**src/hw/rtl/sthm_pkg.sv**
```systemverilog
package sthm_pkg;

  // counter width of the wait and step counters
  localparam int CNT_W = 16;
  localparam logic [32:0] CNT_MAX = (33'd1 << CNT_W) - 33'd1;

  typedef logic [CNT_W-1:0] cnt_t;

  // configuration register indexes
  typedef enum logic [2:0] {
    REG_FAST_PERIOD = 3'd0,
    REG_SLOW_PERIOD = 3'd1,
    REG_MAX_STEPS   = 3'd2,
    REG_BACKOFF     = 3'd3,
    REG_SETTLE      = 3'd4,
    REG_ENABLE_WAIT = 3'd5
  } reg_idx_t;

  // reset values of the configuration registers
  localparam logic [15:0] FAST_PERIOD_RST = 16'd20;
  localparam logic [15:0] SLOW_PERIOD_RST = 16'd40;
  localparam logic [15:0] MAX_STEPS_RST   = 16'd10000;
  localparam logic [15:0] BACKOFF_RST     = 16'd115;
  localparam logic [7:0]  SETTLE_RST      = 8'd10;
  localparam logic [7:0]  ENABLE_WAIT_RST = 8'd11;

  // result status codes
  localparam logic [1:0] ST_NONE        = 2'd0;
  localparam logic [1:0] ST_HOMED       = 2'd1;
  localparam logic [1:0] ST_MISS_FIRST  = 2'd2;
  localparam logic [1:0] ST_MISS_SECOND = 2'd3;

  // sequencer phases: first pass then second pass
  typedef enum logic [3:0] {
    PH_IDLE       = 4'd0,
    PH_ENWAIT     = 4'd1,
    PH_F_SETTLE_T = 4'd2,
    PH_F_APPROACH = 4'd3,
    PH_F_TURN     = 4'd4,
    PH_F_SETTLE_A = 4'd5,
    PH_F_BACKOFF  = 4'd6,
    PH_S_SETTLE_T = 4'd7,
    PH_S_APPROACH = 4'd8,
    PH_S_TURN     = 4'd9,
    PH_S_SETTLE_A = 4'd10,
    PH_S_BACKOFF  = 4'd11
  } phase_t;

  // configuration register set
  typedef struct packed {
    logic [15:0] fast_period_ms;
    logic [15:0] slow_period_ms;
    logic [15:0] max_approach_steps;
    logic [15:0] backoff_steps;
    logic [7:0]  settle_ms;
    logic [7:0]  enable_wait_ms;
  } cfg_t;

  // one result item
  typedef struct packed {
    logic [1:0] status;
    logic       done_res;
    logic       busy_res;
    logic       direction;
    logic       step_pulse;
    logic       driver_enable_n;
  } res_t;

  // clamp a register value to the counter range
  function automatic cnt_t sat_cnt(logic [15:0] v);
    logic [32:0] wide;
    wide = {17'd0, v};
    if (wide > CNT_MAX) begin
      return cnt_t'(CNT_MAX);
    end
    return cnt_t'(wide);
  endfunction

  // a wait of w ticks loads w-1, a zero wait acts as one tick
  function automatic cnt_t wait_load(logic [15:0] w);
    logic [15:0] m;
    m = (w == 16'd0) ? 16'd0 : w - 16'd1;
    return sat_cnt(m);
  endfunction

endpackage

```
**src/hw/rtl/sthm_cfg_regs.sv**
```systemverilog
module sthm_cfg_regs (
  input  logic                clk,
  input  logic                rst_n,
  input  logic                cfg_valid,
  input  logic [2:0]          cfg_index,
  input  logic [15:0]         cfg_data,
  output sthm_pkg::cfg_t      cfg
);

  sthm_pkg::cfg_t cfg_r;

  // register writes, indexes past the list are dropped
  always_ff @(posedge clk) begin
    if (!rst_n) begin
      cfg_r.fast_period_ms     <= sthm_pkg::FAST_PERIOD_RST;
      cfg_r.slow_period_ms     <= sthm_pkg::SLOW_PERIOD_RST;
      cfg_r.max_approach_steps <= sthm_pkg::MAX_STEPS_RST;
      cfg_r.backoff_steps      <= sthm_pkg::BACKOFF_RST;
      cfg_r.settle_ms          <= sthm_pkg::SETTLE_RST;
      cfg_r.enable_wait_ms     <= sthm_pkg::ENABLE_WAIT_RST;
    end else if (cfg_valid) begin
      unique case (cfg_index)
        sthm_pkg::REG_FAST_PERIOD: cfg_r.fast_period_ms     <= cfg_data;
        sthm_pkg::REG_SLOW_PERIOD: cfg_r.slow_period_ms     <= cfg_data;
        sthm_pkg::REG_MAX_STEPS:   cfg_r.max_approach_steps <= cfg_data;
        sthm_pkg::REG_BACKOFF:     cfg_r.backoff_steps      <= cfg_data;
        sthm_pkg::REG_SETTLE:      cfg_r.settle_ms          <= cfg_data[7:0];
        sthm_pkg::REG_ENABLE_WAIT: cfg_r.enable_wait_ms     <= cfg_data[7:0];
        default: ;
      endcase
    end
  end

  assign cfg = cfg_r;

endmodule

```
**src/hw/rtl/sthm_seq.sv**
```systemverilog
module sthm_seq (
  input  logic                clk,
  input  logic                rst_n,
  input  logic                advance,
  input  logic                op,
  input  logic                groove_sensor,
  input  sthm_pkg::cfg_t      cfg,
  output sthm_pkg::res_t      res
);

  sthm_pkg::phase_t phase_r, phase_nxt;
  sthm_pkg::cnt_t   wait_count_r, wait_count_nxt;
  sthm_pkg::cnt_t   step_count_r, step_count_nxt;
  logic             dir_r, dir_nxt;
  logic             enable_r, enable_nxt;
  logic [1:0]       status_r, status_nxt;
  logic             pulse, done;

  // phase decode
  logic             second;
  logic             is_appr, is_turn, is_back;
  logic             wait_zero;
  logic [15:0]      period;
  sthm_pkg::cnt_t   sc_eff, limit, settle_load;
  logic             at_limit;

  always_comb begin
    second  = (phase_r >= sthm_pkg::PH_S_SETTLE_T);
    is_appr = (phase_r == sthm_pkg::PH_F_SETTLE_T) || (phase_r == sthm_pkg::PH_F_APPROACH) ||
              (phase_r == sthm_pkg::PH_S_SETTLE_T) || (phase_r == sthm_pkg::PH_S_APPROACH);
    is_turn = (phase_r == sthm_pkg::PH_F_TURN) || (phase_r == sthm_pkg::PH_S_TURN);
    is_back = (phase_r == sthm_pkg::PH_F_SETTLE_A) || (phase_r == sthm_pkg::PH_F_BACKOFF) ||
              (phase_r == sthm_pkg::PH_S_SETTLE_A) || (phase_r == sthm_pkg::PH_S_BACKOFF);
    wait_zero = (wait_count_r == '0);
    period    = second ? cfg.slow_period_ms : cfg.fast_period_ms;
    // a settle phase starts the step count over
    if ((phase_r == sthm_pkg::PH_F_SETTLE_T) || (phase_r == sthm_pkg::PH_F_SETTLE_A) ||
        (phase_r == sthm_pkg::PH_S_SETTLE_T) || (phase_r == sthm_pkg::PH_S_SETTLE_A)) begin
      sc_eff = '0;
    end else begin
      sc_eff = step_count_r;
    end
    limit       = is_appr ? sthm_pkg::sat_cnt(cfg.max_approach_steps)
                          : sthm_pkg::sat_cnt(cfg.backoff_steps);
    at_limit    = (sc_eff >= limit);
    settle_load = sthm_pkg::wait_load({8'd0, cfg.settle_ms});
  end

  // next phase
  always_comb begin
    phase_nxt = phase_r;
    if (phase_r == sthm_pkg::PH_IDLE) begin
      if (op) begin
        phase_nxt = sthm_pkg::PH_ENWAIT;
      end
    end else if (!wait_zero) begin
      phase_nxt = phase_r;
    end else if (phase_r == sthm_pkg::PH_ENWAIT) begin
      phase_nxt = sthm_pkg::PH_F_SETTLE_T;
    end else if (is_appr) begin
      if (at_limit) begin
        phase_nxt = sthm_pkg::PH_IDLE;
      end else if (groove_sensor) begin
        phase_nxt = second ? sthm_pkg::PH_S_TURN : sthm_pkg::PH_F_TURN;
      end else begin
        phase_nxt = second ? sthm_pkg::PH_S_APPROACH : sthm_pkg::PH_F_APPROACH;
      end
    end else if (is_turn) begin
      phase_nxt = second ? sthm_pkg::PH_S_SETTLE_A : sthm_pkg::PH_F_SETTLE_A;
    end else if (is_back) begin
      if (at_limit) begin
        phase_nxt = second ? sthm_pkg::PH_IDLE : sthm_pkg::PH_S_SETTLE_T;
      end else begin
        phase_nxt = second ? sthm_pkg::PH_S_BACKOFF : sthm_pkg::PH_F_BACKOFF;
      end
    end else begin
      phase_nxt = sthm_pkg::PH_IDLE;
    end
  end

  // counters, driver pins and status
  always_comb begin
    wait_count_nxt = wait_count_r;
    step_count_nxt = step_count_r;
    dir_nxt        = dir_r;
    enable_nxt     = enable_r;
    status_nxt     = status_r;
    pulse          = 1'b0;
    done           = 1'b0;
    if (phase_r == sthm_pkg::PH_IDLE) begin
      if (op) begin
        enable_nxt     = 1'b0;
        status_nxt     = sthm_pkg::ST_NONE;
        wait_count_nxt = sthm_pkg::wait_load({8'd0, cfg.enable_wait_ms});
      end
    end else if (!wait_zero) begin
      wait_count_nxt = sthm_pkg::cnt_t'(wait_count_r - 1'b1);
    end else if (phase_r == sthm_pkg::PH_ENWAIT) begin
      dir_nxt        = 1'b0;
      wait_count_nxt = settle_load;
    end else if (is_appr) begin
      step_count_nxt = sc_eff;
      if (at_limit) begin
        enable_nxt     = 1'b1;
        status_nxt     = second ? sthm_pkg::ST_MISS_SECOND : sthm_pkg::ST_MISS_FIRST;
        wait_count_nxt = '0;
        done           = 1'b1;
      end else begin
        pulse          = 1'b1;
        step_count_nxt = sthm_pkg::cnt_t'(sc_eff + 1'b1);
        wait_count_nxt = groove_sensor ? '0 : sthm_pkg::wait_load(period);
      end
    end else if (is_turn) begin
      dir_nxt        = 1'b1;
      wait_count_nxt = settle_load;
    end else if (is_back) begin
      step_count_nxt = sc_eff;
      if (at_limit) begin
        if (second) begin
          enable_nxt     = 1'b1;
          status_nxt     = sthm_pkg::ST_HOMED;
          wait_count_nxt = '0;
          done           = 1'b1;
        end else begin
          dir_nxt        = 1'b0;
          wait_count_nxt = settle_load;
        end
      end else begin
        pulse          = 1'b1;
        step_count_nxt = sthm_pkg::cnt_t'(sc_eff + 1'b1);
        wait_count_nxt = sthm_pkg::wait_load(period);
      end
    end
  end

  // state update once per item
  always_ff @(posedge clk) begin
    if (!rst_n) begin
      phase_r      <= sthm_pkg::PH_IDLE;
      wait_count_r <= '0;
      step_count_r <= '0;
      dir_r        <= 1'b0;
      enable_r     <= 1'b1;
      status_r     <= sthm_pkg::ST_NONE;
    end else if (advance) begin
      phase_r      <= phase_nxt;
      wait_count_r <= wait_count_nxt;
      step_count_r <= step_count_nxt;
      dir_r        <= dir_nxt;
      enable_r     <= enable_nxt;
      status_r     <= status_nxt;
    end
  end

  // result fields after this item's update
  always_comb begin
    res.driver_enable_n = enable_nxt;
    res.step_pulse      = pulse;
    res.direction       = dir_nxt;
    res.busy_res        = (phase_nxt != sthm_pkg::PH_IDLE);
    res.done_res        = done;
    res.status          = status_nxt;
  end

endmodule

```
**src/hw/rtl/stepper_two_pass_homing.sv**
```systemverilog
// Two-pass stepper homing sequencer, one input item per 1 ms tick.
// Path: input register at the accept edge, then the combinational sequencer update,
// then the result register; a result-side stall holds the item in the input register.
// Throughput: one item per cycle unless the result side stalls, set by the sequencer step.
// Reset: synchronous, active low; driver disabled, idle, counters zero,
// configuration registers back to their reset values.
module stepper_two_pass_homing (
  input  logic        clk,
  input  logic        rst_n,
  // input items
  input  logic        in_tvalid,
  output logic        in_tready,
  input  logic [7:0]  in_tdata,   // [0] groove_sensor, [7:1] zero
  input  logic        in_tuser,   // [0] op
  // result items
  output logic        out_tvalid,
  input  logic        out_tready,
  output logic [7:0]  out_tdata,  // [0] driver_enable_n, [1] step_pulse, [2] direction,
                                  // [3] busy_res, [4] done_res, [6:5] status, [7] zero
  // configuration writes
  input  logic        cfg_valid,
  output logic        cfg_ready,
  input  logic [2:0]  cfg_index,
  input  logic [15:0] cfg_data
);

  sthm_pkg::cfg_t cfg;
  sthm_pkg::res_t res;

  logic       s1_valid_r;
  logic       s1_op_r;
  logic       s1_sensor_r;
  logic       out_valid_r;
  logic [7:0] out_data_r;
  logic       out_room;
  logic       advance;

  assign cfg_ready = 1'b1;

  sthm_cfg_regs u_cfg (
    .clk       (clk),
    .rst_n     (rst_n),
    .cfg_valid (cfg_valid),
    .cfg_index (cfg_index),
    .cfg_data  (cfg_data),
    .cfg       (cfg)
  );

  // pipeline flow control
  assign out_room  = !out_valid_r || out_tready;
  assign advance   = s1_valid_r && out_room;
  assign in_tready = !s1_valid_r || out_room;

  // input register
  always_ff @(posedge clk) begin
    if (!rst_n) begin
      s1_valid_r <= 1'b0;
    end else if (in_tready) begin
      s1_valid_r <= in_tvalid;
    end
  end

  always_ff @(posedge clk) begin
    if (in_tready && in_tvalid) begin
      s1_op_r     <= in_tuser;
      s1_sensor_r <= in_tdata[0];
    end
  end

  sthm_seq u_seq (
    .clk           (clk),
    .rst_n         (rst_n),
    .advance       (advance),
    .op            (s1_op_r),
    .groove_sensor (s1_sensor_r),
    .cfg           (cfg),
    .res           (res)
  );

  // result register
  always_ff @(posedge clk) begin
    if (!rst_n) begin
      out_valid_r <= 1'b0;
    end else if (out_room) begin
      out_valid_r <= s1_valid_r;
    end
  end

  always_ff @(posedge clk) begin
    if (advance) begin
      out_data_r <= {1'b0, res};
    end
  end

  assign out_tvalid = out_valid_r;
  assign out_tdata  = out_data_r;

endmodule

```
**config.mk**
```make
export PLATFORM = sky130hd
export DESIGN_NAME = stepper_two_pass_homing
export DESIGN_NICKNAME = d
export VERILOG_FILES = /design/src/hw/rtl/sthm_pkg.sv /design/src/hw/rtl/sthm_cfg_regs.sv /design/src/hw/rtl/sthm_seq.sv /design/src/hw/rtl/stepper_two_pass_homing.sv
export SDC_FILE = /design/constraint.sdc
export NUM_CORES = 1
export LEC_CHECK = 0
export BUFFER_PORTS_ARGS = -buffer_cell sky130_fd_sc_hd__buf_2
export CAP_MARGIN = 10
export CELL_PAD_IN_SITES_DETAIL_PLACEMENT = 1
export CELL_PAD_IN_SITES_GLOBAL_PLACEMENT = 2
export CORE_MARGIN = 10
export CORE_UTILIZATION = 41
export DETAILED_ROUTE_END_ITERATION = 8
export GPL_ROUTABILITY_DRIVEN = 0
export HOLD_SLACK_MARGIN = 0.1
export PLACE_DENSITY_LB_ADDON = 0.1
export SYNTH_ARGS = -nofsm -noshare
export SYNTH_HDL_FRONTEND = slang
export SYNTH_HIERARCHICAL = 1
export SYNTH_SLANG_ARGS = --single-unit
```
**constraint.sdc**
```tcl
create_clock -name clk -period 7.6 [get_ports clk]
set_clock_uncertainty 0.15 [all_clocks]
set_input_delay 2.28 -clock clk [delete_from_list [all_inputs] [get_ports clk]]
set_output_delay 2.28 -clock clk [all_outputs]
set_load 0.1 [all_outputs]
```
==> flow_metrics.tcl <==
set metrics [dict create \
    hold_depth 2 \
    vias_per_cell 5.72 \
    async_flop_share 0 \
    r2r_end "out_tdata[3]" \
    antenna_found_initial 0 \
    drv_cap 0 \
    clock-root-buffer "clkbuf_16" \
    rsz0062_at_grt "no" \
    yosys_warnings 6 \
    rows 51 \
    finalSetupViolations 0 \
    yosys.area.top_type_share 0.303 \
    place_ws_ns 2.21 \
    synth-edff-count 9 \
    critPathMaxStageDelay_ns 0.74 \
    mappedNetlistNets 1018 \
    drt-pass1-iter-count 4 \
    min_period_ns 5.45 \
    worst_slew_pin_slew_ns 1.14 \
    rr_worst_depth 17 \
    cts_resized 0 \
    post_cts_buffers 0 \
    grt-ovfl-total 0 \
    cts_made_buffers 17 \
    grt.total_usage 0.192 \
    cts_hold_buf 0 \
    slew_headroom 0.235 \
    antenna_cells 0 \
    path_cells "nor2b_1 -> o22a_1 -> buf_4 -> mux2i_1 -> ha_1 -> a211oi_1 -> o21ai_1 -> a221oi_1 -> o21ai_1 -> buf_4 -> ha_1 -> and3_1 -> nor4_1 -> o221ai_1 -> a31oi_1 -> o2bb2ai_1 -> o2111ai_1" \
    timing.final.ws_setup_ns 2.15 \
    grt_max_degree 83 \
    drt_iter0_markers 277 \
    drv_slew 0 \
    cts.sinks 131 \
    r2r_start "u_seq/phase_r[2]" \
    synth_commonest_cells "147 x nand2_1, 122 x dfxtp_1, 114 x mux2i_1" \
    synth-seq-cells 131 \
    synth_compound_area_frac 0.146 \
    die_h_um 160 \
    hpwl_mm 18.0 \
    io_buffers 34 \
    power_per_cell_area_nw_per_um2 278 \
    synth_xor_area_frac 0.0326 \
    tritoncts "built" \
    drc 0 \
    synth-simple-area-share 0.247 \
    yosys_most_used_dff "dfxtp_1" \
    cts_max_path_buffers 2 \
    htree_levels 4 \
    yosys-top-cells-area "dfxtp_1 30%, mux2i_1 14%, nand2_1 6.8%, ha_1 4.2%, edfxtp_1 3.4%" \
    syn_inst 958 \
    cp.arrival_ns 5.44 \
    yosys.cell_count.top_type "nand2_1" \
    synth_area_um2 8060 \
    worstHoldEndpoint "u_cfg/cfg[37]" \
    start_util 0.415 \
    worst_hold_slack_ns 0.312 \
    required_ns 7.58 \
    status "complete, no violations" \
    synth_fa_ha_area_frac 0.0432 \
    tns_ns 0 \
    cts.clk_slew.worst_paths_ns 0.07 \
    synth_area_leader_cell "dfxtp_1" \
    leakagePower_nw 3.66 \
    wirelength_mm 24.7 \
    ant_nets 0 \
    min_from "u_cfg/cfg[37]" \
    avgRoutedWirePerCell_um 20.1 \
    post-route-period-util 0.718 \
    vdd_drop_max_uv 178 \
    die-area_um2 25700 \
    yosysSeqAreaShare 0.337 \
    muxShareOfSynthArea 0.146 \
    avgSynthCellArea_um2 8.41 \
    hold_path_class "flop to flop" \
    vias 7062 \
    path_class "flop to flop" \
    die_w_um 160 \
    grt_pass1_vias 7457 \
    synth_top_family_by_area "simple AND/OR/NAND/NOR gates" \
    reg2reg_slack_ns 2.15 \
    cp_max_fo 22 \
    drive_gt1_frac 0.101 \
    ioPinCount 44 \
    synth.distinct_cells 81 \
    startpoint_type "flop" \
    final-hold-violation-count 0 \
    nets 1016 \
    clk_latency_ns 0.43 \
    fmax_mhz 183 \
    end_kind "flop" \
    syn2layout_area_growth_pct 10.9 \
    slowest_stage "dfxtp_1" \
    core-area_um2 19400 \
    grt_pass1_wl_mm 40.1 \
]
==> state kept, by name, indices dropped and copies added, names as in the netlist <==
name / count
u_seq/dir_r: 1
s1_op_r: 1
u_cfg/cfg: 80
u_seq/phase_r: 4
u_seq/status_r: 2
u_seq/enable_r: 1
s1_sensor_r: 1
u_seq/step_count_r: 16
out_tvalid: 1
out_tdata: 7
u_seq/wait_count_r: 16
s1_valid_r: 1
==> placed cells by master (no fill, tap or decap), types with 6 or more instances in the layout <==
master,n
nor2_1,50
mux2i_1,114
buf_2,33
nand4b_1,6
nor2b_1,33
dfxtp_1,122
a21oi_1,41
a31oi_1,10
nor4_1,11
ha_1,27
and2_1,18
xor2_1,11
inv_1,20
edfxtp_1,9
nor3_1,30
or3_1,10
o21ai_0,41
o21a_1,6
o31ai_1,11
nand3_1,26
nand4_1,12
buf_4,10
clkbuf_16,17
nand2_1,147
a211oi_1,16
xnor2_1,19
==> worst max-delay path by stage <==
| stage | start | end | slack (ns) | cells past startpoint |
|---|---|---|---|---|
| after floorplan | u_seq/phase_r[2] | out_tdata[3] | 2.46 | 20 |
| after global placement | out_tready | in_tready | 2.23 | 3 |
| after detailed placement | out_tready | in_tready | 2.21 | 3 |
| after CTS | u_seq/phase_r[2] | out_tdata[3] | 2.21 | 17 |
| after global routing | u_seq/phase_r[2] | out_tdata[3] | 1.86 | 17 |
| final | u_seq/phase_r[2] | out_tdata[3] | 2.15 | 17 |
==> stage by stage <==
| stage | total power [mW] | util | cells | cell area, um2 |
|---|---|---|---|---|
| global route | 2.63 | 0.461 | 1234 | 8940 |
| floorplan | 1.45 | - | 958 | 8060 |
| detailed placement | 1.68 | 0.431 | 1202 | 8360 |
| finish | 2.49 | 0.461 | 1234 | 8940 |
| CTS | 2.50 | 0.461 | 1234 | 8940 |
| global placement | 1.65 | 0.431 | 1202 | 8360 |
==> report_power, final <==
part           leakage [nW]  internal [mW]  switching, mW
clock network         0.285          0.440          0.373
registers              1.07          0.732         0.0546
logic                  2.30          0.279          0.607
==> kinds of logic (layout without fill, tap and decap cells) <==
group / after synthesis / after routing
muxes: 117 / 117
buffers and inverters: 86 / 97
and+or+nand+nor: 385 / 385
other: 2 / 2
AOI/OAI and AO/OA: 179 / 179
xor gates and xnor gates: 30 / 30
DFF: 131 / 131
adders and majority gates: 28 / 28
==> cell type report <==
class | instances | area [um2]
fillers | 2340 | 10500
multi-input cells | 741 | 4990
flip-flops and latches | 131 | 2710
clock buffers | 17 | 425
well taps | 265 | 332
repair buffers | 43 | 240
clock inverters | 15 | 158
inverters | 22 | 82.6
==> metal layers <==
metal / wire (um) / up-vias / global-route usage
met5: 0 / - / 0
li1: - / 3456 / -
met4: 323 / 0 / 0.0459
met2: 12100 / 100 / 0.333
met3: 776 / 22 / 0.0352
met1: 11600 / 3484 / 0.239
==> critical path, delay by kind of cell (launching register included) <==
kind                     cells  cell delay [ns]
AO/OA/AOI/OAI                9             1.81
AND/OR/NAND/NOR              3             0.93
flip-flops                   1             0.74
adder cells (fa/ha/maj)      2             0.61
buffers and inverters        2             0.55
multiplexers                 1             0.34
Power figures use the tool's default switching activity.
